File: src/design/mhic_pkg.sv
package mhic_pkg;

  // sample and bus widths
  localparam int SAMPLE_W     = 16;
  localparam int IN_TDATA_W   = 6 * SAMPLE_W;
  localparam int OUT_TDATA_W  = 72;
  localparam int CFG_DATA_W   = 16;
  localparam int DEF_NUM_BINS = 36;

  // heading cordic
  localparam int CORDIC_STEPS = 24;
  localparam int CORDIC_SH    = 14;

  // queue between front and back
  localparam int FIFO_DEPTH = 2;

  // register reset values
  localparam logic [15:0] COS_SQ_RESET = 16'd61146;
  localparam logic [3:0]  RATIO_RESET  = 4'd5;
  localparam logic [7:0]  FULL_RESET   = 8'd6;

  // register indexes
  localparam logic [1:0] REG_COS_SQ = 2'd0;
  localparam logic [1:0] REG_RATIO  = 2'd1;
  localparam logic [1:0] REG_FULL   = 2'd2;

  // orientation codes
  localparam logic [1:0] ORIENT_NONE = 2'd0;
  localparam logic [1:0] ORIENT_X    = 2'd1;
  localparam logic [1:0] ORIENT_Y    = 2'd2;
  localparam logic [1:0] ORIENT_Z    = 2'd3;

  // calibration phases
  localparam logic [1:0] PHASE_XY   = 2'd0;
  localparam logic [1:0] PHASE_XZ   = 2'd1;
  localparam logic [1:0] PHASE_DONE = 2'd2;

  typedef logic signed [SAMPLE_W-1:0] sample_t;

  // classified item handed from front to back
  typedef struct packed {
    logic [1:0] orient;
    sample_t    fx;
    sample_t    fy;
    sample_t    fz;
  } mhic_item_t;

  // settings the back part needs
  typedef struct packed {
    logic [3:0] ratio;
    logic [7:0] full_count;
  } mhic_cfg_t;

  // atan(2^-i) in units of 2^-32 turn
  function automatic logic [31:0] atan_turn(input logic [4:0] i);
    logic [31:0] r;
    begin
      case (i)
        5'd0:    r = 32'h20000000;
        5'd1:    r = 32'h12E4051E;
        5'd2:    r = 32'h09FB385B;
        5'd3:    r = 32'h051111D4;
        5'd4:    r = 32'h028B0D43;
        5'd5:    r = 32'h0145D7E1;
        5'd6:    r = 32'h00A2F61E;
        5'd7:    r = 32'h00517C55;
        5'd8:    r = 32'h0028BE53;
        5'd9:    r = 32'h00145F2F;
        5'd10:   r = 32'h000A2F98;
        5'd11:   r = 32'h000517CC;
        5'd12:   r = 32'h00028BE6;
        5'd13:   r = 32'h000145F3;
        5'd14:   r = 32'h0000A2FA;
        5'd15:   r = 32'h0000517D;
        5'd16:   r = 32'h000028BE;
        5'd17:   r = 32'h0000145F;
        5'd18:   r = 32'h00000A30;
        5'd19:   r = 32'h00000518;
        5'd20:   r = 32'h0000028C;
        5'd21:   r = 32'h00000146;
        5'd22:   r = 32'h000000A3;
        5'd23:   r = 32'h00000051;
        default: r = 32'h00000000;
      endcase
      return r;
    end
  endfunction

endpackage

File: src/design/mhic_front.sv
module mhic_front (
  input  logic                               clk,
  input  logic                               rst,
  input  logic                               s_tvalid,
  output logic                               s_tready,
  input  logic [mhic_pkg::IN_TDATA_W-1:0]    s_tdata,
  input  logic [15:0]                        cos_sq,
  output logic                               push,
  output mhic_pkg::mhic_item_t               push_item,
  input  logic                               full
);
  import mhic_pkg::*;

  localparam logic [2:0] F_IDLE = 3'd0;
  localparam logic [2:0] F_SQ   = 3'd1;
  localparam logic [2:0] F_SUM  = 3'd2;
  localparam logic [2:0] F_MUL  = 3'd3;
  localparam logic [2:0] F_CMP  = 3'd4;

  logic [2:0]              state;
  logic [1:0]              k;
  sample_t                 accel [3];
  sample_t                 fx;
  sample_t                 fy;
  sample_t                 fz;
  logic [31:0]             a2 [3];
  logic [31:0]             g2;
  logic [47:0]             cg;
  logic signed [31:0]      sq;
  logic [1:0]              orient;

  assign s_tready = (state == F_IDLE);
  assign sq       = accel[k] * accel[k];

  // first axis whose squared share passes the tilt test
  always_comb begin
    orient = ORIENT_NONE;
    if ({a2[0], 16'd0} > cg) begin
      orient = ORIENT_X;
    end else if ({a2[1], 16'd0} > cg) begin
      orient = ORIENT_Y;
    end else if ({a2[2], 16'd0} > cg) begin
      orient = ORIENT_Z;
    end
  end

  assign push      = (state == F_CMP) && !full;
  assign push_item = '{orient: orient, fx: fx, fy: fy, fz: fz};

  // accept, square three axes on one multiplier, scale and compare
  always_ff @(posedge clk) begin
    if (rst) begin
      state <= F_IDLE;
      k     <= 2'd0;
    end else begin
      case (state)
        F_IDLE: begin
          if (s_tvalid) begin
            accel[0] <= s_tdata[SAMPLE_W-1:0];
            accel[1] <= s_tdata[2*SAMPLE_W-1:SAMPLE_W];
            accel[2] <= s_tdata[3*SAMPLE_W-1:2*SAMPLE_W];
            fx       <= s_tdata[4*SAMPLE_W-1:3*SAMPLE_W];
            fy       <= s_tdata[5*SAMPLE_W-1:4*SAMPLE_W];
            fz       <= s_tdata[6*SAMPLE_W-1:5*SAMPLE_W];
            k        <= 2'd0;
            state    <= F_SQ;
          end
        end
        F_SQ: begin
          a2[k] <= sq;
          if (k == 2'd2) begin
            state <= F_SUM;
          end else begin
            k <= k + 2'd1;
          end
        end
        F_SUM: begin
          g2    <= a2[0] + a2[1] + a2[2];
          state <= F_MUL;
        end
        F_MUL: begin
          cg    <= 48'(cos_sq) * 48'(g2);
          state <= F_CMP;
        end
        F_CMP: begin
          if (!full) begin
            state <= F_IDLE;
          end
        end
        default: state <= F_IDLE;
      endcase
    end
  end

endmodule

File: config.mk
export PLATFORM = sky130hd
export DESIGN_NAME = mhic_front
export DESIGN_NICKNAME = d
export VERILOG_FILES = /design/src/design/mhic_pkg.sv /design/src/design/mhic_front.sv
export SDC_FILE = /design/constraint.sdc
export NUM_CORES = 2
export LEC_CHECK = 0
export BUFFER_PORTS_ARGS = -buffer_cell sky130_fd_sc_hd__buf_2
export CAP_MARGIN = 20
export CORE_UTILIZATION = 45
export CTS_CLUSTER_DIAMETER = 80
export CTS_CLUSTER_SIZE = 24
export DETAILED_ROUTE_END_ITERATION = 10
export GPL_ROUTABILITY_DRIVEN = 0
export HOLD_SLACK_MARGIN = 0.1
export PLACE_DENSITY = 0.65
export SLEW_MARGIN = 15
export SYNTH_ARGS = -nofsm -noshare
export SYNTH_HDL_FRONTEND = slang
export SYNTH_SLANG_ARGS = --single-unit
File: constraint.sdc
create_clock -name clk -period 8.7 [get_ports clk]
set_clock_uncertainty 0.1 [all_clocks]
set_input_delay 0.435 -clock clk [delete_from_list [all_inputs] [get_ports clk]]
set_output_delay 0.435 -clock clk [all_outputs]
set_load 0.05 [all_outputs]
==> impl_metrics.csv <==
group,metric,value,unit
grt,grt_pass1_vias,27180,
setup_path,reg2reg_to,"a2[0][30]",
setup_path,critical_path_class,"flop to flop",
setup_path,worstPathMaxFanout,34,
timing,slew_violations,0,
floorplan,io_pins,168,
timing,setup_viol,0,
layout,nets,4995,
drt,vias_per_cell,5.149,
layout,layout-drive-gt1-share,6.295,%
grt,grt_start_max_net_pins,49,
setup_path,critPathLaunchType,"flop",
drt,ant_nets,0,
cts,path_clk_slew,0.09,ns
cts,clockRootBuffer,"clkbuf_16",
cts,cts-htree-levels,1,
grt,grt_util_all_layers,21.41,%
floorplan,num_rows,105,
grt,antenna_found_initial,0,
drt,wire_per_inst,17.78,um
cts,cts_made_buffers,19,
placed_design,io_buffers,167,
yosys,ys_ff_latch,276,
yosys,synth-edff-count,269,
cts,clkLatencyLatePin,0.54,ns
placed_design,dpl.hpwl,71.55,mm
yosys,avgSynthCellArea,10.26,um2
timing,tightestPinTransition,1.040,ns
yosys,synth_cells,3666,
cts,cts_hold_buf,98,
layout,insertedDiodeCount,0,
yosys,yosys-top-cells-count,"inv_1 (796), fa_1 (682), nand2_1 (437), ha_1 (333), edfxtp_1 (269)",
yosys,synth_top_area_share,36.28,%
timing,timing.fmax,122.6,MHz
yosys,ys_warn_count,0,
cts,ctsLongestPathBuffers,3,
yosys,yosys-top-cells-area,"fa_1 (36%), edfxtp_1 (21%), ha_1 (11%)",
drt,vias,25470,
yosys,synth_most_common_cell,"inv_1",
floorplan,dieArea,84780,um2
yosys,synth-async-reset-ratio,0,%
setup_path,critPathArrivalTime,8.34,ns
cts,clock-sinks,276,
timing,fin_crit,8.155,ns
setup_path,reg2reg_depth,23,
layout,area_growth,9.530,%
setup_path,rrSetupSlack,0.55,ns
timing,slew_headroom,28.87,%
floorplan,die_h,291.2,um
floorplan,die_w,291.2,um
cts,post_cts_resized,0,
floorplan,initial_utilization,45.68,%
yosys,synth.yosys.seq_area_share,21.84,%
yosys,synth_area,37630,um2
setup_path,end_kind,"flop",
grt,overflow,0,
setup_path,crit_path_end,"a2[0][30]",
setup_path,cp.required,8.89,ns
cts,cts_setup_buffers,0,
yosys,ys_types,69,
timing,setup_tns,0,ns
run,max_cap_violations,0,
drt,drcViolationCount,0,
timing,fin_crit_sh,93.73,%
drt,wl,87.94,mm
timing,hold_viol_final,0,
yosys,yosys.area.top_type,"fa_1",
drt,first_pass_iters,5,
yosys,synth_flop_cell,"edfxtp_1",
timing,rsz0062_at_grt,"no",
min_path,holdCritPathClass,"input port to flop",
floorplan,core_region_area,82370,um2
grt,grt_pass1_wl,144.3,mm
cts,cts_tree,"done",
outcome,outcome,"finished, final reports clean",
drt,drt_iter0_markers,1520,
==> sequential cells by signal, indices dropped and copies added, names as in the netlist, named ones only <==
register  flops
state         3
accel        48
k             2
a2           93
fx           16
g2           32
fz           16
cg           48
fy           16
==> metal layers <==
| metal | wire length, um | GRT usage, % | up-vias |
|---|---|---|---|
| met3 | 5271 | 3.054 | 126 |
| met2 | 41980 | 35.68 | 695 |
| met4 | 3096 | 7.265 | 0 |
| li1 | - | - | 11840 |
| met1 | 37590 | 28.65 | 12810 |
| met5 | 0 | 0 | - |
==> logic make-up after synthesis <==
kind of cell / after synthesis / synth area share (%)
AOI/OAI and AO/OA: 398 / 7.010
xor gates and xnor gates: 113 / 2.630
adders and majority gates: 1015 / 47.36
buffers and inverters: 910 / 9.084
DFF: 276 / 21.84
muxes: 16 / 0.4256
other: 1 / 0.009966
and+or+nand+nor: 937 / 11.64
==> stage by stage <==
step	cells	area, um2	setup WS [ns]	utilization (%)	hold slack [ns]
floorplan	3668	37640	1.590	-	0.4106
global placement	4815	39570	0.7521	48.04	0.4554
detailed placement	4815	39570	0.6365	48.04	0.4569
CTS	4946	41210	0.6117	50.03	0.1180
global route	4946	41210	0.05156	50.03	0.1489
finish	4946	41210	0.5455	50.03	0.1476
==> critical path, cell delays in order, from the launching register on <==
cell and delay [ns]:
dfxtp_1 0.96, o21a_1 0.70, clkinv_1 0.40, buf_4 0.31, nand2_1 0.14, fa_1 0.42, inv_1 0.08, fa_1 0.47
fa_1 0.50, fa_1 0.51, fa_1 0.49, inv_1 0.05, fa_1 0.48, inv_1 0.05, ha_1 0.40, nand4_1 0.18
nor3_1 0.29, o311a_1 0.25, nor4b_1 0.08, o31ai_1 0.51, nand4_1 0.16, nand4b_1 0.11, a21oi_1 0.08, xnor2_1 0.15
==> how the worst min path moves through the flow <==
stage / start / to / slack (ns) / cells past startpoint
after global routing: rst / state[2] / 0.15 / 2
after floorplan: k[1] / flop / 0.41 / 2
after global placement: state[0] / state[1] / 0.46 / 2
final: rst / state[2] / 0.15 / 2
after detailed placement: state[0] / state[1] / 0.46 / 2
after CTS: rst / state[2] / 0.12 / 2
==> layout make-up <==
class | count | area, um2
Inverter | 800 | 3003
Sequential cell | 276 | 8218
Clock buffer | 20 | 479.2
Tap cell | 1070 | 1339
Fill cell | 7534 | 41160
Timing Repair Buffer | 285 | 1967
Multi-Input combinational cell | 2482 | 26030
Clock inverter | 13 | 182.7
==> placed cells by master (no fill, tap or decap), types with 35 or more instances in the layout <==
master	n
inv_1	796
fa_1	682
nand2_1	437
ha_1	333
edfxtp_1	269
and2_1	220
buf_2	167
nor2_1	143
a21oi_1	115
dlygate4sd3_1	98
xnor2_1	81
a21o_1	66
o21ai_0	56
o21a_1	35
Power is not shown: default switching activity piles up to over one toggle a cycle in this logic, so the estimate is an artifact.
