--- src/design/mhic_pkg.sv ---
package mhic_pkg;

  // sample and bus widths
  localparam int SAMPLE_W     = 16;
  localparam int IN_TDATA_W   = 6 * SAMPLE_W;
  localparam int OUT_TDATA_W  = 72;
  localparam int CFG_DATA_W   = 16;
  localparam int DEF_NUM_BINS = 36;

  // heading cordic
  localparam int CORDIC_STEPS = 24;
  localparam int CORDIC_SH    = 14;

  // queue between front and back
  localparam int FIFO_DEPTH = 2;

  // register reset values
  localparam logic [15:0] COS_SQ_RESET = 16'd61146;
  localparam logic [3:0]  RATIO_RESET  = 4'd5;
  localparam logic [7:0]  FULL_RESET   = 8'd6;

  // register indexes
  localparam logic [1:0] REG_COS_SQ = 2'd0;
  localparam logic [1:0] REG_RATIO  = 2'd1;
  localparam logic [1:0] REG_FULL   = 2'd2;

  // orientation codes
  localparam logic [1:0] ORIENT_NONE = 2'd0;
  localparam logic [1:0] ORIENT_X    = 2'd1;
  localparam logic [1:0] ORIENT_Y    = 2'd2;
  localparam logic [1:0] ORIENT_Z    = 2'd3;

  // calibration phases
  localparam logic [1:0] PHASE_XY   = 2'd0;
  localparam logic [1:0] PHASE_XZ   = 2'd1;
  localparam logic [1:0] PHASE_DONE = 2'd2;

  typedef logic signed [SAMPLE_W-1:0] sample_t;

  // classified item handed from front to back
  typedef struct packed {
    logic [1:0] orient;
    sample_t    fx;
    sample_t    fy;
    sample_t    fz;
  } mhic_item_t;

  // settings the back part needs
  typedef struct packed {
    logic [3:0] ratio;
    logic [7:0] full_count;
  } mhic_cfg_t;

  // atan(2^-i) in units of 2^-32 turn
  function automatic logic [31:0] atan_turn(input logic [4:0] i);
    logic [31:0] r;
    begin
      case (i)
        5'd0:    r = 32'h20000000;
        5'd1:    r = 32'h12E4051E;
        5'd2:    r = 32'h09FB385B;
        5'd3:    r = 32'h051111D4;
        5'd4:    r = 32'h028B0D43;
        5'd5:    r = 32'h0145D7E1;
        5'd6:    r = 32'h00A2F61E;
        5'd7:    r = 32'h00517C55;
        5'd8:    r = 32'h0028BE53;
        5'd9:    r = 32'h00145F2F;
        5'd10:   r = 32'h000A2F98;
        5'd11:   r = 32'h000517CC;
        5'd12:   r = 32'h00028BE6;
        5'd13:   r = 32'h000145F3;
        5'd14:   r = 32'h0000A2FA;
        5'd15:   r = 32'h0000517D;
        5'd16:   r = 32'h000028BE;
        5'd17:   r = 32'h0000145F;
        5'd18:   r = 32'h00000A30;
        5'd19:   r = 32'h00000518;
        5'd20:   r = 32'h0000028C;
        5'd21:   r = 32'h00000146;
        5'd22:   r = 32'h000000A3;
        5'd23:   r = 32'h00000051;
        default: r = 32'h00000000;
      endcase
      return r;
    end
  endfunction

endpackage

--- src/design/mhic_fifo.sv ---
module mhic_fifo (
  input  logic                clk,
  input  logic                rst,
  input  logic                push,
  input  mhic_pkg::mhic_item_t push_item,
  output logic                full,
  input  logic                pop,
  output mhic_pkg::mhic_item_t pop_item,
  output logic                empty
);
  import mhic_pkg::*;

  localparam int PW = $clog2(FIFO_DEPTH);
  localparam int CW = $clog2(FIFO_DEPTH + 1);

  mhic_item_t      slots [FIFO_DEPTH];
  logic [PW-1:0]   wr_ptr;
  logic [PW-1:0]   rd_ptr;
  logic [CW-1:0]   count;

  assign full     = (count == CW'(FIFO_DEPTH));
  assign empty    = (count == '0);
  assign pop_item = slots[rd_ptr];

  // storage
  always_ff @(posedge clk) begin
    if (push && !full) begin
      slots[wr_ptr] <= push_item;
    end
  end

  // pointers and fill count
  always_ff @(posedge clk) begin
    if (rst) begin
      wr_ptr <= '0;
      rd_ptr <= '0;
      count  <= '0;
    end else begin
      if (push && !full) begin
        wr_ptr <= (wr_ptr == PW'(FIFO_DEPTH - 1)) ? '0 : wr_ptr + 1'b1;
      end
      if (pop && !empty) begin
        rd_ptr <= (rd_ptr == PW'(FIFO_DEPTH - 1)) ? '0 : rd_ptr + 1'b1;
      end
      if ((push && !full) && !(pop && !empty)) begin
        count <= count + 1'b1;
      end else if (!(push && !full) && (pop && !empty)) begin
        count <= count - 1'b1;
      end
    end
  end

endmodule

--- config.mk ---
export PLATFORM = sky130hd
export DESIGN_NAME = mhic_fifo
export DESIGN_NICKNAME = d
export VERILOG_FILES = /design/src/design/mhic_pkg.sv /design/src/design/mhic_fifo.sv
export SDC_FILE = /design/constraint.sdc
export NUM_CORES = 1
export LEC_CHECK = 0
export ABC_AREA = 1
export BUFFER_PORTS_ARGS = -buffer_cell sky130_fd_sc_hd__buf_2
export CAP_MARGIN = 0
export CELL_PAD_IN_SITES_DETAIL_PLACEMENT = 0
export CELL_PAD_IN_SITES_GLOBAL_PLACEMENT = 1
export CORE_ASPECT_RATIO = 0.6
export CORE_MARGIN = 2
export CORE_UTILIZATION = 48
export CTS_CLUSTER_SIZE = 30
export DETAILED_ROUTE_END_ITERATION = 7
export HOLD_SLACK_MARGIN = 0.06
export PLACE_DENSITY = 0.81
export SLEW_MARGIN = 15
export SYNTH_ARGS = -nofsm -noshare
export SYNTH_HDL_FRONTEND = slang
export SYNTH_SLANG_ARGS = --single-unit
export TNS_END_PERCENT = 5
--- constraint.sdc ---
create_clock -name clk -period 6.22 [get_ports clk]
set_input_delay 1.555 -clock clk [delete_from_list [all_inputs] [get_ports clk]]
set_output_delay 1.555 -clock clk [all_outputs]
set_load 0.03 [all_outputs]
==> results.md, run 1 <==
* Outcome: completed
* EDFF count, synth at 100
* Reg2reg start: count[0]$_SDFFE_PP0P_
* Syn_area_per_cell at 21.32 um2
* FMAX at 290.2 MHz
* Vias at 1994
* Rows at 26
* Die area at 9354 um2
* Final hold vios at 0
* Asr flop ratio synth at 0%
* Clock period minus worst slack at 3446 ps
* Compound-Gate Fraction of Synth Area at 0.9121%
* Routed WL per cell at 15.30 um
* Tightest Pin Transition at 948.9 ps
* Syn. warnings at 0
* Post-Synth XOR/XNOR Area at 0%
* Sequential area share after synthesis at 75.40%
* Final instance area at 4975 um2
* DP Area at 4703 um2
* Die H at 75.72 um
* Vias in the first global route at 1915
* Die W at 123.5 um
* Clk Tree Root Cell: clkbuf_16
* Post-route clock period utilization at 55.41%
* Mux contribution to synthesized area at 18.24%
* Gpl congestion at 0.6776
* Worst hold stages at 2
* Cell count after synthesis at 193
* Hold Path Class: reg2reg
* Detailed Place HPWL at 4.308 mm
* Inserted Diodes at 0
* Dominant cell type by area after synthesis: edfxtp_1
* Starting density of the core at 48.84%
* Synth Area in Simple Gates at 1.611%
* CTS max path bufs at 2
* Core ar. at 8426 um2
* Total grt overflow at 0
* CTS Hold Bufs at 0
* Total GRT Usage at 13.97%
* R2r setup slk at 4190 ps
* Syn_nets at 248
* Worst EP required at 4660 ps
* Power Total at 2.090 mW
* First-pass GRT wire length at 9.273 mm
* Leak pwr at 1.975 nW
* Share of layout cells above drive strength 1 at 57.74%
* Setup crit start kind: flip-flop
* Synth top area cells: edfxtp_1, mux2_4, buf_12
* Largest net degree at the start of global routing at 51
* Via/cell ratio at 4.725
* Largest family of logic cells by synthesized area: multiplexers
* Number of post-CTS setup repair buffers at 0
* Worst Hold End: wr_ptr$_SDFFE_PP0N_
* Clock Skew at 6.415 ps
* Most numerous cell in the Yosys netlist: edfxtp_1
* Reg2Reg Capture Point: slots[1][4]$_DFFE_PP_
* Placed cell count at 406
* Top cell type's share of synthesized area at 72.97%
* Distinct cells, synth at 16
* Peak supply drop at 0.2317 mV
* Worst-path cell chain: mux2_4 -> buf_2
* MaxCap Viol Count at 0
* Register bit total from synthesis at 105
* Clock transition at path regs at 60 ps
* Hold Startpoint: wr_ptr$_SDFFE_PP0N_
* CTS Sinks at 105
* CTS tree: built
* Post-CTS sizing at 0
* Worst-path cell with the longest stage delay: dfxtp_4
* Layout overhead on the synthesized area at 20.89%
* Top post-synthesis cells by count: edfxtp_1, mux2_4, nor2_1
* Worst reg-to-reg path cell count at 3
* Worst endpoint data arrival time at 1890 ps
* Top_reg_cell synth: edfxtp_1
* Setup Viol. Count Final at 0
* Finished Layout Cells at 422
* PortBufs at 105
* Remaining routing DRC violations at 0
* H-Tree Depth at 3
* First-pass iteration count of the detailed router at 4
* ANT nets after route at 0
* WHS at 537.5 ps
* NumNets Final at 360
* Top-level port count at 106
* Worst-Skew Late Latency at 330 ps
* Critical path peak fanout at 50
* Syn Std Cell Area at 4115 um2
* PD cells at 420.1 nW/um2
* Final Slew Violations at 0
* Relative slew slack at 36.74%
* Setup TNS at 0 ps
* Initial antenna violation count at 0
* # fillers at 650
* Routed WL at 6.457 mm
* DR iter-0 viols at 52
* Crit path kind: reg2out
* Inserted Clock Buffers at 9
* Critical Path Sink Type: output port
* RSZ-0062 raised after global routing: no
* Post-Synth Adder-Cell Area at 0.3040%
* Worst path max stage delay at 950 ps
-- per-stage QoR --
step | worst slack, ps | util [%]
global placement | 3059 | 55.82
global route | 2684 | 59.04
finish | 2774 | 59.04
detailed placement | 3045 | 55.82
floorplan | 2040 | -
CTS | 2747 | 59.04
-- registers in the layout, summed over array words and instances, names as in the netlist, named ones only --
register  count
slots       100
rd_ptr        1
count         2
wr_ptr        1
-- worst max-delay path: cells and delay by family (launching register included) --
family                 cells  cell delay (ps)
DFF                        1              950
muxes                      1              360
buffers and inverters      1              180
-- power by group --
part / total, mW / internal (mW) / switching, mW
sequential: 0.976 / 0.895 / 0.0806
combinational: 0.611 / 0.254 / 0.358
clock: 0.503 / 0.270 / 0.233
-- routing by layer --
| metal | vias to the layer above | GRT usage (%) | share of wire [%] |
|---|---|---|---|
| li1 | 956 | - | - |
| met1 | 941 | 18.01 | 44 |
| met2 | 90 | 21.00 | 44 |
| met3 | 7 | 7.335 | 12 |
| met4 | 0 | 3.788 | 0.71 |
| met5 | - | 0 | 0 |
-- cells in the final DEF (no fill, tap or decap) --
master      count
buf_2         105
edfxtp_1      100
mux2_4         50
clkbuf_16       9
inv_1           8
nor2_1          7
nand2_1         4
dfxtp_1         4
o21ai_0         3
clkinv_2        3
clkinvlp_4      3
o21ai_2         2
nor2_4          2
buf_4           2
inv_2           1
a21oi_1         1
and2_1          1
nand3_1         1
nand4_1         1
ha_1            1
dfxtp_4         1
inv_6           1
-- how the worst max path moves through the flow --
stage          slack (ps)                      to  cells past startpoint      start
2_1_floorplan        2040   slots[0][0]$_DFFE_PP_                      2       push
3_3_place_gp         3060  slots[1][21]$_DFFE_PP_                      4       push
3_5_place_dp         3050  slots[1][23]$_DFFE_PP_                      4       push
4_1_cts              2750            pop_item[19]                      2  flip-flop
5_1_grt              2680            pop_item[20]                      2  flip-flop
6_report             2770            pop_item[14]                      2  flip-flop
-- logic make-up after synthesis --
kind of cell               after synthesis
and+or+nand+nor                         16
adders and majority gates                1
AOI/OAI and AO/OA                        6
DFF                                    105
muxes                                   50
buffers and inverters                   15
-- final cells by class --
cell class | count | area, um2 | area share, %
flip-flops and latches | 105 | 3107 | 62.45
multi-input cells | 73 | 882.1 | 17.73
clock buffers | 9 | 225.2 | 4.527
repair buffers | 107 | 540.5 | 10.87
inverters | 9 | 33.78 | 0.6791
well taps | 112 | 140.1 | 2.817
clock inverters | 7 | 46.29 | 0.9306
Power figures use the tool's default switching activity.
==> run 2, diff against run 1 <==
Settings changed: ABC_AREA 1 to 0, CORE_UTILIZATION 48 to 39, PLACE_DENSITY 0.81 to 0.71.
Clock period 6.22 ns to 3 ns, I/O delays scaled along.
==> results.md, run 2 <==
* Clock Skew at 2.926 ps (-3.489 ps)
* Inserted Diodes at 0 (unchanged)
* Regs by FF count: slots (100), count (2)
* Die area at 10610 um2 (+13%)
* Multi-input gate area at 674.4 um2 (-24%)
* Setup ws final at 695.0 ps (-2079 ps)
* Post-route clock period utilization at 76.83%
* Most numerous cell in the Yosys netlist: edfxtp_1
* R2r setup slk at 1430 ps (-2760 ps)
* Final instance area at 4820 um2 (-3.1%)
* Most common cell after layout, fill and taps aside: buf_2
* Reg2reg start: count[0]$_SDFFE_PP0P_
* Starting density of the core at 40.89% (-8.0 points)
* Largest net degree at the start of global routing at 51 (unchanged)
* Routed WL per cell at 15.46 um (+1.0%)
* Die H at 80.59 um (+6.4%)
* Register Area at 3104 um2 (about the same)
* Synth top area cells: edfxtp_1, mux2_2, dfxtp_1
* Final Slew Violations at 0 (unchanged)
* Share of layout cells above drive strength 1 at 57.53% (-0.22 points)
* Syn_nets at 236 (-4.8%)
* Cell count after synthesis at 181 (-6.2%)
* Setup crit start kind: flip-flop
* Hold Startpoint: wr_ptr$_SDFFE_PP0N_
* Clock period minus worst slack at 2305 ps
* Final hold vios at 0 (unchanged)
* Detailed Place HPWL at 4.268 mm (-0.92%)
* Asr flop ratio synth at 0% (unchanged)
* Inserted Clock Buffers at 9 (unchanged)
* DR iter-0 viols at 75 (+44%)
* Routed WL at 6.633 mm (+2.7%)
* Total GRT Usage at 13.07% (-0.90 points)
* Post-place setup slack at 1027 ps (-2018 ps)
* Top_reg_cell synth: edfxtp_1
* Worst EP required at 2250 ps (-2410 ps)
* Clk Tree Root Cell: clkbuf_16
* CTS tree: built
* Tightest Pin Transition at 326.1 ps (-622.7 ps)
* Setup TNS at 0 ps (unchanged)
* DP Area at 4542 um2 (-3.4%)
* Total grt overflow at 0 (unchanged)
* Clock transition at path regs at 60 ps (about the same)
* Via/cell ratio at 4.566 (-3.4%)
* Setup Viol. Count Final at 0 (unchanged)
* Commonest cells after routing, fill and taps aside: buf_2, edfxtp_1, mux2_2, clkbuf_16, nor2_1
* Initial antenna violation count at 0 (unchanged)
* Core ar. at 9324 um2 (+11%)
* Syn Std Cell Area at 3812 um2 (-7.4%)
* H-Tree Depth at 3 (unchanged)
* First-pass iteration count of the detailed router at 4 (unchanged)
* Post-CTS sizing at 0 (unchanged)
* Crit path kind: reg2out
* Vias at 1959 (-1.8%)
* Rows at 27 (+3.8%)
* Hold Path Class: reg2reg
* CTS max path bufs at 2 (unchanged)
* Worst endpoint data arrival time at 1560 ps (-330 ps)
* CP Capture Point: pop_item[16]
* Sequential area share after synthesis at 81.39% (+6.0 points)
* MaxCap Viol Count at 0 (unchanged)
* Top reg by flops: slots
* Distinct cells, synth at 15 (-1)
* Leak pwr at 1.801 nW (-8.8%)
* Top post-synthesis cells by count: edfxtp_1, mux2_2, buf_2, dfxtp_1, nor2_1
* Top-level port count at 106 (unchanged)
* Worst-Skew Late Latency at 330 ps (about the same)
* Outcome: completed
* Number of post-CTS setup repair buffers at 0 (unchanged)
* ANT nets after route at 0 (unchanged)
* RSZ-0062 raised after global routing: no
* Reg2Reg Capture Point: slots[0][38]$_DFFE_PP_
* FMAX at 433.8 MHz
* Max reg flops at 100 (unchanged)
* Gpl congestion at 0.7292 (+7.6%)
* Syn_area_per_cell at 21.06 um2 (-1.2%)
* CTS Hold Bufs at 0 (unchanged)
* Dominant cell type by area after synthesis: edfxtp_1
* WHS at 488.8 ps (-48.65 ps)
* Register bit total from synthesis at 105 (unchanged)
* NumNets Final at 350 (-2.8%)
* Layout overhead on the synthesized area at 26.42%
* Critical Path Sink Type: output port
* Relative slew slack at 78.03% (+41 points)
* Die W at 131.6 um (+6.6%)
* Syn. warnings at 0 (unchanged)
* Top cell type's share of synthesized area at 78.77% (+5.8 points)
* Worst reg-to-reg path cell count at 4 (+1)
* Remaining routing DRC violations at 0 (unchanged)
* CTS Sinks at 105 (unchanged)
* Peak supply drop at 0.4272 mV (+84%)
* Vias in the first global route at 1968 (+2.8%)
* # fillers at 803 (+24%)
* EDFF count, synth at 100 (unchanged)
* PD cells at 905.0 nW/um2 (+120%)
* Critical path peak fanout at 23 (-54%)
* PortBufs at 105 (unchanged)
* First-pass GRT wire length at 10.10 mm (+8.9%)
## run 2: kinds of logic (layout without fill, tap and decap cells)
kind of cell    count (synthesis)  after routing  synth area share, %
simple gates                    9              9                1.214
mux                            50             50                14.77
fa+ha+maj                       1              1               0.3281
flops                         105            105                81.39
compound gates                  5              5               0.6563
xor+xnor                        3              3               0.6893
buf+inv                         8            126               0.9516
## run 2: where the power goes
group	leakage (nW)	total, mW	switching [mW]	internal (mW)
Sequential	0.975	1.90	0.0551	1.84
Combinational	0.687	1.37	0.887	0.486
Clock	0.139	1.09	0.453	0.637
## run 2: worst max-delay path: stages, from the launching register on
cell and delay [ps]:
dfxtp_2 350, buf_4 300, mux2_2 380, buf_2 180
## run 2: how the worst min path moves through the flow
stage | endpoint | slack, ps | cells past startpoint
6_report | wr_ptr$_SDFFE_PP0N_ | 490 | 2
4_1_cts | wr_ptr$_SDFFE_PP0N_ | 490 | 2
5_1_grt | wr_ptr$_SDFFE_PP0N_ | 520 | 2
3_3_place_gp | wr_ptr$_SDFFE_PP0N_ | 480 | 2
2_1_floorplan | wr_ptr$_SDFFE_PP0N_ | 450 | 2
3_5_place_dp | wr_ptr$_SDFFE_PP0N_ | 490 | 2
## run 2: per-stage QoR
stage / instances / utilization, % / power, mW
2_1_floorplan: 181 / - / 2.916
3_3_place_gp: 414 / 48.71 / 3.316
3_5_place_dp: 414 / 48.71 / 3.328
4_1_cts: 429 / 51.69 / 4.436
5_1_grt: 429 / 51.69 / 4.581
6_report: 429 / 51.69 / 4.362
## run 2: final cells by class
class,instances,share of cell area [%]
clock buffers,11,4.829
clock inverters,4,0.9346
inverters,2,0.1558
multi-input cells,68,13.99
flip-flops and latches,105,64.41
well taps,130,3.375
repair buffers,109,12.31
## run 2: per-layer routing
layer / share of wire [%] / GRT usage (%)
met5: 0 / 0
met1: 46 / 16.49
met4: 1.2 / 4.565
met2: 43 / 19.06
met3: 9.9 / 7.197
