--- src/design/mhic_pkg.sv ---
package mhic_pkg;

  // sample and bus widths
  localparam int SAMPLE_W     = 16;
  localparam int IN_TDATA_W   = 6 * SAMPLE_W;
  localparam int OUT_TDATA_W  = 72;
  localparam int CFG_DATA_W   = 16;
  localparam int DEF_NUM_BINS = 36;

  // heading cordic
  localparam int CORDIC_STEPS = 24;
  localparam int CORDIC_SH    = 14;

  // queue between front and back
  localparam int FIFO_DEPTH = 2;

  // register reset values
  localparam logic [15:0] COS_SQ_RESET = 16'd61146;
  localparam logic [3:0]  RATIO_RESET  = 4'd5;
  localparam logic [7:0]  FULL_RESET   = 8'd6;

  // register indexes
  localparam logic [1:0] REG_COS_SQ = 2'd0;
  localparam logic [1:0] REG_RATIO  = 2'd1;
  localparam logic [1:0] REG_FULL   = 2'd2;

  // orientation codes
  localparam logic [1:0] ORIENT_NONE = 2'd0;
  localparam logic [1:0] ORIENT_X    = 2'd1;
  localparam logic [1:0] ORIENT_Y    = 2'd2;
  localparam logic [1:0] ORIENT_Z    = 2'd3;

  // calibration phases
  localparam logic [1:0] PHASE_XY   = 2'd0;
  localparam logic [1:0] PHASE_XZ   = 2'd1;
  localparam logic [1:0] PHASE_DONE = 2'd2;

  typedef logic signed [SAMPLE_W-1:0] sample_t;

  // classified item handed from front to back
  typedef struct packed {
    logic [1:0] orient;
    sample_t    fx;
    sample_t    fy;
    sample_t    fz;
  } mhic_item_t;

  // settings the back part needs
  typedef struct packed {
    logic [3:0] ratio;
    logic [7:0] full_count;
  } mhic_cfg_t;

  // atan(2^-i) in units of 2^-32 turn
  function automatic logic [31:0] atan_turn(input logic [4:0] i);
    logic [31:0] r;
    begin
      case (i)
        5'd0:    r = 32'h20000000;
        5'd1:    r = 32'h12E4051E;
        5'd2:    r = 32'h09FB385B;
        5'd3:    r = 32'h051111D4;
        5'd4:    r = 32'h028B0D43;
        5'd5:    r = 32'h0145D7E1;
        5'd6:    r = 32'h00A2F61E;
        5'd7:    r = 32'h00517C55;
        5'd8:    r = 32'h0028BE53;
        5'd9:    r = 32'h00145F2F;
        5'd10:   r = 32'h000A2F98;
        5'd11:   r = 32'h000517CC;
        5'd12:   r = 32'h00028BE6;
        5'd13:   r = 32'h000145F3;
        5'd14:   r = 32'h0000A2FA;
        5'd15:   r = 32'h0000517D;
        5'd16:   r = 32'h000028BE;
        5'd17:   r = 32'h0000145F;
        5'd18:   r = 32'h00000A30;
        5'd19:   r = 32'h00000518;
        5'd20:   r = 32'h0000028C;
        5'd21:   r = 32'h00000146;
        5'd22:   r = 32'h000000A3;
        5'd23:   r = 32'h00000051;
        default: r = 32'h00000000;
      endcase
      return r;
    end
  endfunction

endpackage

--- src/design/mhic_back.sv ---
module mhic_back #(
  parameter int NUM_BINS = mhic_pkg::DEF_NUM_BINS
) (
  input  logic                               clk,
  input  logic                               rst,
  input  logic                               empty,
  output logic                               pop,
  input  mhic_pkg::mhic_item_t               pop_item,
  input  mhic_pkg::mhic_cfg_t                cfg,
  output logic                               m_tvalid,
  input  logic                               m_tready,
  output logic [mhic_pkg::OUT_TDATA_W-1:0]   m_tdata
);
  import mhic_pkg::*;

  localparam int BIN_W   = $clog2(NUM_BINS);
  localparam int CNT_W   = $clog2(NUM_BINS + 1);
  localparam int PROD_W  = 32 + CNT_W;

  localparam logic [3:0] B_IDLE   = 4'd0;
  localparam logic [3:0] B_MINMAX = 4'd1;
  localparam logic [3:0] B_SQ     = 4'd2;
  localparam logic [3:0] B_RATIO  = 4'd3;
  localparam logic [3:0] B_CINIT  = 4'd4;
  localparam logic [3:0] B_CORDIC = 4'd5;
  localparam logic [3:0] B_BIN    = 4'd6;
  localparam logic [3:0] B_WAIT   = 4'd7;
  localparam logic [3:0] B_RDATA  = 4'd8;
  localparam logic [3:0] B_OUT    = 4'd9;

  localparam sample_t SAMPLE_MIN = {1'b1, {(SAMPLE_W-1){1'b0}}};
  localparam sample_t SAMPLE_MAX = {1'b0, {(SAMPLE_W-1){1'b1}}};
  localparam logic signed [33:0] Z_TOP = 34'sh3FFFFFFF;

  // offset = floor((max + min) / 2), zero before any sample on the axis
  function automatic sample_t offset_of(input sample_t mx, input sample_t mn);
    logic signed [SAMPLE_W:0] s;
    begin
      s = (SAMPLE_W+1)'(mx) + (SAMPLE_W+1)'(mn);
      if (mx < mn) begin
        return '0;
      end
      return s[SAMPLE_W:1];
    end
  endfunction

  logic [3:0]              state;
  logic [1:0]              phase;
  mhic_item_t              item;
  logic                    upd;
  logic                    plane_xz;
  logic                    valid;
  sample_t                 fmax [3];
  sample_t                 fmin [3];
  logic [1:0]              sq_step;
  logic [33:0]             off2;
  logic [33:0]             spr2;
  logic signed [35:0]      cx;
  logic signed [35:0]      cy;
  logic signed [33:0]      cz;
  logic [4:0]              it;
  logic [1:0]              quad;
  logic [5:0]              bin;
  logic [CNT_W-1:0]        cov_xy;
  logic [CNT_W-1:0]        cov_xz;

  // bin count memories
  logic [7:0]              mem_xy [NUM_BINS];
  logic [7:0]              mem_xz [NUM_BINS];
  logic [NUM_BINS-1:0]     vld_xy;
  logic [NUM_BINS-1:0]     vld_xz;
  logic [7:0]              rd_xy;
  logic [7:0]              rd_xz;
  logic                    rdv_xy;
  logic                    rdv_xz;
  logic [BIN_W-1:0]        rd_addr;

  // coverage sweep
  logic                    sweep_run;
  logic                    sweep_pend;
  logic [BIN_W-1:0]        sweep_addr;
  logic [CNT_W-1:0]        sw_xy;
  logic [CNT_W-1:0]        sw_xz;
  logic                    sweep_busy;
  logic                    start;

  // plane operands
  sample_t                 fu;
  sample_t                 fv;
  sample_t                 max_u;
  sample_t                 min_u;
  sample_t                 max_v;
  sample_t                 min_v;
  sample_t                 ou;
  sample_t                 ov;
  sample_t                 off_x;
  sample_t                 off_y;
  sample_t                 off_z;
  logic signed [17:0]      sq_op;
  logic signed [35:0]      sq_prod;
  logic [7:0]              r2;
  logic [41:0]             rprod;
  logic signed [17:0]      du;
  logic signed [17:0]      dv;
  logic signed [17:0]      wx;
  logic signed [17:0]      wy;
  logic signed [35:0]      xs;
  logic signed [35:0]      ys;
  logic signed [33:0]      atan_s;
  logic [29:0]             zc;
  logic [PROD_W-1:0]       bprod;
  logic [CNT_W-1:0]        braw;
  logic [7:0]              val_xy;
  logic [7:0]              val_xz;
  logic [7:0]              old_cnt;
  logic [7:0]              new_cnt;
  logic                    gain;
  logic [1:0]              ph_new;
  logic [5:0]              cov_xy_o;
  logic [5:0]              cov_xz_o;
  logic [5:0]              bin_o;

  assign start      = (state == B_IDLE) && !empty;
  assign pop        = start;
  assign sweep_busy = sweep_run || sweep_pend;

  // axes of the plane in work: xy uses u = x, v = y; xz uses u = z, v = x
  assign fu    = plane_xz ? item.fz : item.fx;
  assign fv    = plane_xz ? item.fx : item.fy;
  assign max_u = plane_xz ? fmax[2] : fmax[0];
  assign min_u = plane_xz ? fmin[2] : fmin[0];
  assign max_v = plane_xz ? fmax[0] : fmax[1];
  assign min_v = plane_xz ? fmin[0] : fmin[1];
  assign ou    = offset_of(max_u, min_u);
  assign ov    = offset_of(max_v, min_v);
  assign off_x = offset_of(fmax[0], fmin[0]);
  assign off_y = offset_of(fmax[1], fmin[1]);
  assign off_z = offset_of(fmax[2], fmin[2]);

  // shared squarer operand
  always_comb begin
    case (sq_step)
      2'd0:    sq_op = 18'(ou);
      2'd1:    sq_op = 18'(ov);
      2'd2:    sq_op = 18'(max_u) - 18'(min_u);
      default: sq_op = 18'(max_v) - 18'(min_v);
    endcase
  end
  assign sq_prod = 36'(sq_op) * 36'(sq_op);

  // ratio test operands
  assign r2    = {4'd0, cfg.ratio} * {4'd0, cfg.ratio};
  assign rprod = 42'(r2) * 42'(spr2);

  // corrected field and its mirror
  assign du = 18'(fu) - 18'(ou);
  assign dv = 18'(fv) - 18'(ov);
  assign wx = -du;
  assign wy = -dv;

  // cordic step terms
  assign xs     = cx >>> it;
  assign ys     = cy >>> it;
  assign atan_s = signed'({2'b00, atan_turn(it)});

  // angle to sector
  always_comb begin
    if (cz < 0) begin
      zc = '0;
    end else if (cz > Z_TOP) begin
      zc = Z_TOP[29:0];
    end else begin
      zc = cz[29:0];
    end
  end
  assign bprod = PROD_W'({quad, zc}) * PROD_W'(NUM_BINS);
  assign braw  = bprod[PROD_W-1:32];

  // count update for the selected bin
  assign val_xy  = rdv_xy ? rd_xy : 8'd0;
  assign val_xz  = rdv_xz ? rd_xz : 8'd0;
  assign old_cnt = plane_xz ? val_xz : val_xy;
  assign new_cnt = (old_cnt == 8'hFF) ? old_cnt : old_cnt + 8'd1;
  assign gain    = (new_cnt >= cfg.full_count) && !(old_cnt >= cfg.full_count);

  // phase after this item and saturated coverage outputs
  always_comb begin
    ph_new = phase;
    if (phase == PHASE_XY && cov_xy == CNT_W'(NUM_BINS)) begin
      ph_new = PHASE_XZ;
    end else if (phase == PHASE_XZ && cov_xz == CNT_W'(NUM_BINS)) begin
      ph_new = PHASE_DONE;
    end
  end
  assign cov_xy_o = (int'(cov_xy) > 63) ? 6'd63 : 6'(cov_xy);
  assign cov_xz_o = (int'(cov_xz) > 63) ? 6'd63 : 6'(cov_xz);
  assign bin_o    = valid ? bin : 6'd0;

  // sequencer
  always_ff @(posedge clk) begin
    if (rst) begin
      state    <= B_IDLE;
      phase    <= PHASE_XY;
      m_tvalid <= 1'b0;
      for (int i = 0; i < 3; i++) begin
        fmax[i] <= SAMPLE_MIN;
        fmin[i] <= SAMPLE_MAX;
      end
    end else begin
      // the output state sets valid itself when it loads a new item
      if (m_tvalid && m_tready && state != B_OUT) begin
        m_tvalid <= 1'b0;
      end
      case (state)
        B_IDLE: begin
          if (!empty) begin
            item     <= pop_item;
            upd      <= (phase != PHASE_DONE) &&
                        (pop_item.orient == ORIENT_Z || pop_item.orient == ORIENT_Y);
            plane_xz <= (pop_item.orient == ORIENT_Y);
            off2     <= '0;
            spr2     <= '0;
            sq_step  <= 2'd0;
            state    <= B_MINMAX;
          end
        end
        B_MINMAX: begin
          // x is in both planes, y only in xy, z only in xz
          if (upd) begin
            if (item.fx > fmax[0]) fmax[0] <= item.fx;
            if (item.fx < fmin[0]) fmin[0] <= item.fx;
            if (!plane_xz) begin
              if (item.fy > fmax[1]) fmax[1] <= item.fy;
              if (item.fy < fmin[1]) fmin[1] <= item.fy;
            end else begin
              if (item.fz > fmax[2]) fmax[2] <= item.fz;
              if (item.fz < fmin[2]) fmin[2] <= item.fz;
            end
          end
          state <= B_SQ;
        end
        B_SQ: begin
          if (sq_step[1]) begin
            spr2 <= spr2 + sq_prod[33:0];
          end else begin
            off2 <= off2 + sq_prod[33:0];
          end
          sq_step <= sq_step + 2'd1;
          if (sq_step == 2'd3) begin
            state <= B_RATIO;
          end
        end
        B_RATIO: begin
          valid <= upd && (42'(off2) < rprod);
          state <= (upd && (42'(off2) < rprod)) ? B_CINIT : B_WAIT;
        end
        B_CINIT: begin
          cz <= '0;
          it <= 5'd0;
          if (du == 0 && dv == 0) begin
            bin   <= 6'(NUM_BINS / 2);
            state <= B_WAIT;
          end else if (dv == 0 && du < 0) begin
            bin   <= 6'(NUM_BINS - 1);
            state <= B_WAIT;
          end else begin
            if (wx > 0 && wy >= 0) begin
              quad <= 2'd0;
              cx   <= 36'(wx) <<< CORDIC_SH;
              cy   <= 36'(wy) <<< CORDIC_SH;
            end else if (wx <= 0 && wy > 0) begin
              quad <= 2'd1;
              cx   <= 36'(wy) <<< CORDIC_SH;
              cy   <= 36'(-wx) <<< CORDIC_SH;
            end else if (wx < 0 && wy <= 0) begin
              quad <= 2'd2;
              cx   <= 36'(-wx) <<< CORDIC_SH;
              cy   <= 36'(-wy) <<< CORDIC_SH;
            end else begin
              quad <= 2'd3;
              cx   <= 36'(-wy) <<< CORDIC_SH;
              cy   <= 36'(wx) <<< CORDIC_SH;
            end
            // on an axis the angle is the quadrant start
            if ((wx > 0 && wy == 0) || (wx == 0 && wy > 0) ||
                (wx < 0 && wy == 0) || (wx == 0 && wy < 0)) begin
              state <= B_BIN;
            end else begin
              state <= B_CORDIC;
            end
          end
        end
        B_CORDIC: begin
          if (cy > 0) begin
            cx <= cx + ys;
            cy <= cy - xs;
            cz <= cz + atan_s;
          end else begin
            cx <= cx - ys;
            cy <= cy + xs;
            cz <= cz - atan_s;
          end
          it <= it + 5'd1;
          if (it == 5'(CORDIC_STEPS - 1)) begin
            state <= B_BIN;
          end
        end
        B_BIN: begin
          bin   <= (braw > CNT_W'(NUM_BINS - 1)) ? 6'(NUM_BINS - 1) : 6'(braw);
          state <= B_WAIT;
        end
        B_WAIT: begin
          if (!sweep_busy) begin
            if (valid) begin
              state <= B_RDATA;
            end else begin
              cov_xy <= sw_xy;
              cov_xz <= sw_xz;
              state  <= B_OUT;
            end
          end
        end
        B_RDATA: begin
          cov_xy <= plane_xz ? sw_xy : sw_xy + CNT_W'(gain);
          cov_xz <= plane_xz ? sw_xz + CNT_W'(gain) : sw_xz;
          state  <= B_OUT;
        end
        B_OUT: begin
          if (!m_tvalid || m_tready) begin
            m_tvalid <= 1'b1;
            m_tdata  <= {cov_xz_o, cov_xy_o, off_z, off_y, off_x,
                         bin_o, valid, valid, ph_new, item.orient};
            phase    <= ph_new;
            state    <= B_IDLE;
          end
        end
        default: state <= B_IDLE;
      endcase
    end
  end

  // sweep both count memories, one entry a cycle, counting covered bins
  always_ff @(posedge clk) begin
    if (rst) begin
      sweep_run  <= 1'b0;
      sweep_pend <= 1'b0;
    end else begin
      sweep_pend <= sweep_run;
      if (start) begin
        sweep_run  <= 1'b1;
        sweep_addr <= '0;
        sw_xy      <= '0;
        sw_xz      <= '0;
      end else begin
        if (sweep_run) begin
          if (sweep_addr == BIN_W'(NUM_BINS - 1)) begin
            sweep_run <= 1'b0;
          end else begin
            sweep_addr <= sweep_addr + 1'b1;
          end
        end
        if (sweep_pend) begin
          sw_xy <= sw_xy + CNT_W'(val_xy >= cfg.full_count);
          sw_xz <= sw_xz + CNT_W'(val_xz >= cfg.full_count);
        end
      end
    end
  end

  assign rd_addr = sweep_run ? sweep_addr : bin[BIN_W-1:0];

  // count memories with registered read
  always_ff @(posedge clk) begin
    rd_xy  <= mem_xy[rd_addr];
    rd_xz  <= mem_xz[rd_addr];
    rdv_xy <= vld_xy[rd_addr];
    rdv_xz <= vld_xz[rd_addr];
    if (state == B_RDATA && !plane_xz) begin
      mem_xy[bin[BIN_W-1:0]] <= new_cnt;
    end
    if (state == B_RDATA && plane_xz) begin
      mem_xz[bin[BIN_W-1:0]] <= new_cnt;
    end
  end

  // written marks, an unwritten entry reads as zero
  always_ff @(posedge clk) begin
    if (rst) begin
      vld_xy <= '0;
      vld_xz <= '0;
    end else if (state == B_RDATA) begin
      if (plane_xz) begin
        vld_xz[bin[BIN_W-1:0]] <= 1'b1;
      end else begin
        vld_xy[bin[BIN_W-1:0]] <= 1'b1;
      end
    end
  end

endmodule

--- config.mk ---
export PLATFORM = sky130hd
export DESIGN_NAME = mhic_back
export DESIGN_NICKNAME = d
export VERILOG_FILES = /design/src/design/mhic_pkg.sv /design/src/design/mhic_back.sv
export SDC_FILE = /design/constraint.sdc
export NUM_CORES = 2
export LEC_CHECK = 0
export BUFFER_PORTS_ARGS = -buffer_cell sky130_fd_sc_hd__buf_2
export CORE_ASPECT_RATIO = 0.5
export CORE_UTILIZATION = 35
export DETAILED_ROUTE_END_ITERATION = 7
export SETUP_SLACK_MARGIN = 0.2
export SLEW_MARGIN = 20
export SYNTH_ARGS = -nofsm -noshare
export SYNTH_HDL_FRONTEND = slang
export SYNTH_SLANG_ARGS = --single-unit
--- constraint.sdc ---
create_clock -name clk -period 15.75 [get_ports clk]
set_input_delay 1.575 -clock clk [delete_from_list [all_inputs] [get_ports clk]]
set_output_delay 1.575 -clock clk [all_outputs]
set_load 0.005 [all_outputs]
==> impl_table.tex <==
\begin{tabular}{lr}
\hline
Metric & Value \\
\hline
\multicolumn{2}{l}{\textbf{Outcome}} \\
\quad Status & complete, but fails checks \\
\quad Violated checks & DRC \\
\multicolumn{2}{l}{\textbf{Setup path}} \\
\quad Critical Path Source Type & flip-flop \\
\quad Type of the worst setup path & flip-flop to flip-flop \\
\quad CP max stage delay & 0.93 ns \\
\quad Kind of end point of the critical path & flip-flop \\
\quad Critical Path RT & 16.34 ns \\
\quad Critical Path AT & between 10 and 15 ns \\
\quad CP Max Fanout & $\sim$140 \\
\quad CP max-delay cell & sky130\_fd\_sc\_hd\_\_a21oi\_1 \\
\multicolumn{2}{l}{\textbf{Yosys}} \\
\quad Mean post-synth cell area & $\sim$10 µm² \\
\quad Post-synthesis register bit count & 1144 \\
\quad Distinct cells, synth & about 120 \\
\quad Syn Inst Count & between 8000 and 9000 \\
\quad Fraction of registers with async set/reset & 0\% \\
\quad Synth warnings & 0 \\
\quad Number of enable flip-flop cells after synthesis & 1015 \\
\quad Proportion of synthesized chip area in sequential cells & 35.7\% \\
\quad Ys flop type & sky130\_fd\_sc\_hd\_\_edfxtp\_1 \\
\quad Combined area of all synthesized cells & about 90000 µm² \\
\quad Nets in the synthesized netlist & slightly above 10000 \\
\multicolumn{2}{l}{\textbf{Detailed routing}} \\
\quad Final routed wirelength across all metal layers & 256 mm \\
\quad DRT iter0 DRCs & $\sim$6000 \\
\quad DRC violation count after routing & 2 \\
\quad Mean routed wirelength per cell & 20.4 µm \\
\quad Vias & 68058 \\
\quad Avg Vias per Cell & 5.42 \\
\quad Count of nets left with antenna violations after detail routing & 0 \\
\quad Detailed route wirelength on metal2 & 121 mm \\
\quad Highest metal used & met5 \\
\quad Wire length on met1 & approximately 110 mm \\
\quad Met3 WL post-DR & around 15 mm \\
\quad TritonRoute pass-1 iters & 8 \\
\multicolumn{2}{l}{\textbf{Clock tree}} \\
\quad Clock edge transition at the registers on the reported setup and hold paths & about 0.060 ns \\
\quad Post-CTS Hold Fix Bufs & 0 \\
\quad \# H-tree levels & 3 \\
\quad Number of buffers on the longest clock path & 3 \\
\quad Cell chosen for the clock root & sky130\_fd\_sc\_hd\_\_clkbuf\_16 \\
\quad Gates resized, CTS repair & 0 \\
\quad Clock sinks & 1144 \\
\quad Number of setup buffers added after CTS & 0 \\
\quad Clock tree from TritonCTS & done \\
\quad Clock buffers created by TritonCTS & 115 \\
\quad Clock Latency Late Sink & 0.85 ns \\
\multicolumn{2}{l}{\textbf{STA}} \\
\quad Total negative setup slack & 0 ns \\
\quad Period Utilization, post-route & 90.3\% \\
\quad Final hold violations & 0 \\
\quad Final worst slack & between 1.5 and 2 ns \\
\quad Minimum clock period & 14.23 ns \\
\quad Least-Margin Pin Slew & $\sim$1.2 ns \\
\quad Highest clock frequency the design can meet & 70.3 MHz \\
\quad Count of final setup violators & 0 \\
\quad Normalized max-slew margin & between 20\% and 30\% \\
\quad Setup repair after global routing missed its margin & false \\
\quad Fin Clk Skew & 0.0984 ns \\
\quad Max-slew violation count & 0 \\
\multicolumn{2}{l}{\textbf{Global routing}} \\
\quad Overall track demand over capacity in global routing & 18.8\% \\
\quad Initial antenna violation count & 6 \\
\quad Largest net degree at the start of global routing & 145 \\
\quad First-pass GRT wire length & 399 mm \\
\quad Vias in the first global route & around 67000 \\
\quad Total grt overflow & 0 \\
\multicolumn{2}{l}{\textbf{Die}} \\
\quad Count of standard-cell rows & 133 \\
\quad Std-Cell Core Area & roughly 260000 µm² \\
\quad Starting density of the core & 35.2\% \\
\quad Vertical die dimension & 366 µm \\
\quad Die outline width & 730 µm \\
\quad Die Footprint & between 200000 and 300000 µm² \\
\quad \# IOs & between 100 and 150 \\
\multicolumn{2}{l}{\textbf{Place}} \\
\quad Pre-CTS setup slack & 1.75 ns \\
\quad Port Buffer Count & between 100 and 150 \\
\quad RePlAce Congestion & roughly 0.95 \\
\quad Placed wire-length estimate & roughly 190 mm \\
\multicolumn{2}{l}{\textbf{Worst hold path}} \\
\quad Hold Path Class & flip-flop to flip-flop \\
\multicolumn{2}{l}{\textbf{Finish}} \\
\quad Storage cell area & 33100 µm² \\
\quad Area of combinational cells with multiple inputs & approximately 56000 µm² \\
\quad Fill cell instance count of the final layout & 25614 \\
\quad Layout overhead on the synthesized area & 9.33\% \\
\quad Post-layout util & approximately two fifths \\
\quad \# nets final & 10242 \\
\quad Fraction of layout instances using a drive strength above 1 & a little over a tenth \\
\multicolumn{2}{l}{\textbf{Run}} \\
\quad Reported max-cap violation count & 0 \\
\hline
\end{tabular}
metal layers:
| layer | vias up | GRT usage, % |
|---|---|---|
| met3 | 355 | 2.20 |
| met5 | - | 0 |
| met2 | 2016 | 31.5 |
| met4 | 2 | 5.14 |
| met1 | 33692 | 25.8 |
| li1 | 31993 | - |
cell families after synthesis:
family                     count (synthesis)  synth area share (%)
DFF                                     1144                  35.7
xor gates and xnor gates                 473                  4.55
muxes                                    406                  7.92
and+or+nand+nor                         2838                  14.5
buffers and inverters                   1106                  4.59
adders and majority gates               1234                  20.3
AOI/OAI and AO/OA                       1753                  12.5
synthesized netlist by cell type, types with 65 or more instances:
library cell / instances / area, µm²
sky130_fd_sc_hd__dfxtp_1: 129 / 2580
sky130_fd_sc_hd__ha_1: 786 / 9830
sky130_fd_sc_hd__edfxtp_1: 1015 / 30500
sky130_fd_sc_hd__nand3_1: 161 / 806
sky130_fd_sc_hd__nor3_1: 143 / 716
sky130_fd_sc_hd__xnor2_1: 292 / 2560
sky130_fd_sc_hd__xor2_1: 175 / 1530
sky130_fd_sc_hd__a31oi_1: 103 / 644
sky130_fd_sc_hd__a21o_1: 183 / 1370
sky130_fd_sc_hd__nor2b_1: 114 / 713
sky130_fd_sc_hd__nand2_1: 780 / 2930
sky130_fd_sc_hd__or2_2: 87 / 544
sky130_fd_sc_hd__and2_1: 211 / 1320
sky130_fd_sc_hd__a211oi_1: 65 / 488
sky130_fd_sc_hd__inv_1: 749 / 2810
sky130_fd_sc_hd__a21oi_1: 471 / 2360
sky130_fd_sc_hd__o21a_1: 118 / 886
sky130_fd_sc_hd__nand2b_1: 122 / 763
sky130_fd_sc_hd__mux2i_1: 65 / 651
sky130_fd_sc_hd__mux4_2: 253 / 5700
sky130_fd_sc_hd__and3_1: 65 / 407
sky130_fd_sc_hd__o21ai_0: 328 / 1640
sky130_fd_sc_hd__clkbuf_1: 261 / 980
sky130_fd_sc_hd__mux2_2: 86 / 968
sky130_fd_sc_hd__fa_1: 448 / 8970
sky130_fd_sc_hd__nor2_1: 910 / 3420
layout make-up:
| type | instances | share of cell area, % |
|---|---|---|
| Multi-Input combinational cell | 6704 | 55.0 |
| Sequential cell | 1144 | 32.6 |
| Tap cell | 3510 | 4.34 |
| Clock buffer | 151 | 3.12 |
| Inverter | 757 | 2.81 |
| Timing Repair Buffer | 220 | 1.32 |
| Clock inverter | 64 | 0.807 |
| Antenna cell | 4 | 0.00988 |
registers in the layout, summed over array words and instances, names as in the netlist, 8 cells and up:
signal / count
fmin: 48
item: 50
cy: 36
rd_xy: 8
atan_s: 30
fmax: 48
mem_xy: 288
vld_xy: 36
rd_xz: 8
cx: 36
off2: 34
spr2: 34
m_tdata: 71
vld_xz: 36
cz: 34
mem_xz: 288
cells in the final DEF (no fill, tap or decap), types with 122 or more instances in the layout:
cell / synthesis / final
sky130_fd_sc_hd__mux4_2: 253 / 253
sky130_fd_sc_hd__xor2_1: 175 / 173
sky130_fd_sc_hd__nor3_1: 143 / 140
sky130_fd_sc_hd__nand2_1: 780 / 780
sky130_fd_sc_hd__nor2_1: 910 / 904
sky130_fd_sc_hd__a21o_1: 183 / 183
sky130_fd_sc_hd__o21ai_0: 328 / 327
sky130_fd_sc_hd__buf_2: 28 / 138
sky130_fd_sc_hd__ha_1: 786 / 786
sky130_fd_sc_hd__and2_1: 211 / 211
sky130_fd_sc_hd__xnor2_1: 292 / 287
sky130_fd_sc_hd__inv_1: 749 / 748
sky130_fd_sc_hd__nand3_1: 161 / 160
sky130_fd_sc_hd__dfxtp_1: 129 / 129
sky130_fd_sc_hd__fa_1: 448 / 447
sky130_fd_sc_hd__nand2b_1: 122 / 122
sky130_fd_sc_hd__edfxtp_1: 1015 / 1015
sky130_fd_sc_hd__a21oi_1: 471 / 467
stage by stage:
step / hold slack [ns] / instance area [µm²] / cells
3_5_place_dp: 0.419 / 97200 / 12333
6_report: 0.438 / 101000 / 12554
3_3_place_gp: 0.404 / 97200 / 12333
4_1_cts: 0.435 / 101000 / 12548
5_1_grt: 0.450 / 101000 / 12552
2_1_floorplan: 0.400 / 92600 / 8954
worst paths after layout:
path | start | to | slack, ns | depth (start not counted)
max | plane_xz | spr2[31] | 1.52 | 42
min | item[48] | m_tdata[0] | 0.44 | 0
max reg2reg | plane_xz | spr2[31] | 1.52 | 42
min reg2reg | item[48] | m_tdata[0] | 0.44 | 0
critical path, delay by kind of cell, from the launching register on:
| family | cells | cell delay [ns] |
|---|---|---|
| flops | 1 | 0.91 |
| buf+inv | 7 | 1.52 |
| fa+ha+maj | 9 | 3.93 |
| simple gates | 11 | 2.87 |
| xor+xnor | 1 | 0.20 |
| compound gates | 14 | 4.40 |
Power is not shown: default switching activity piles up to over one toggle a cycle in this logic, so the estimate is an artifact.
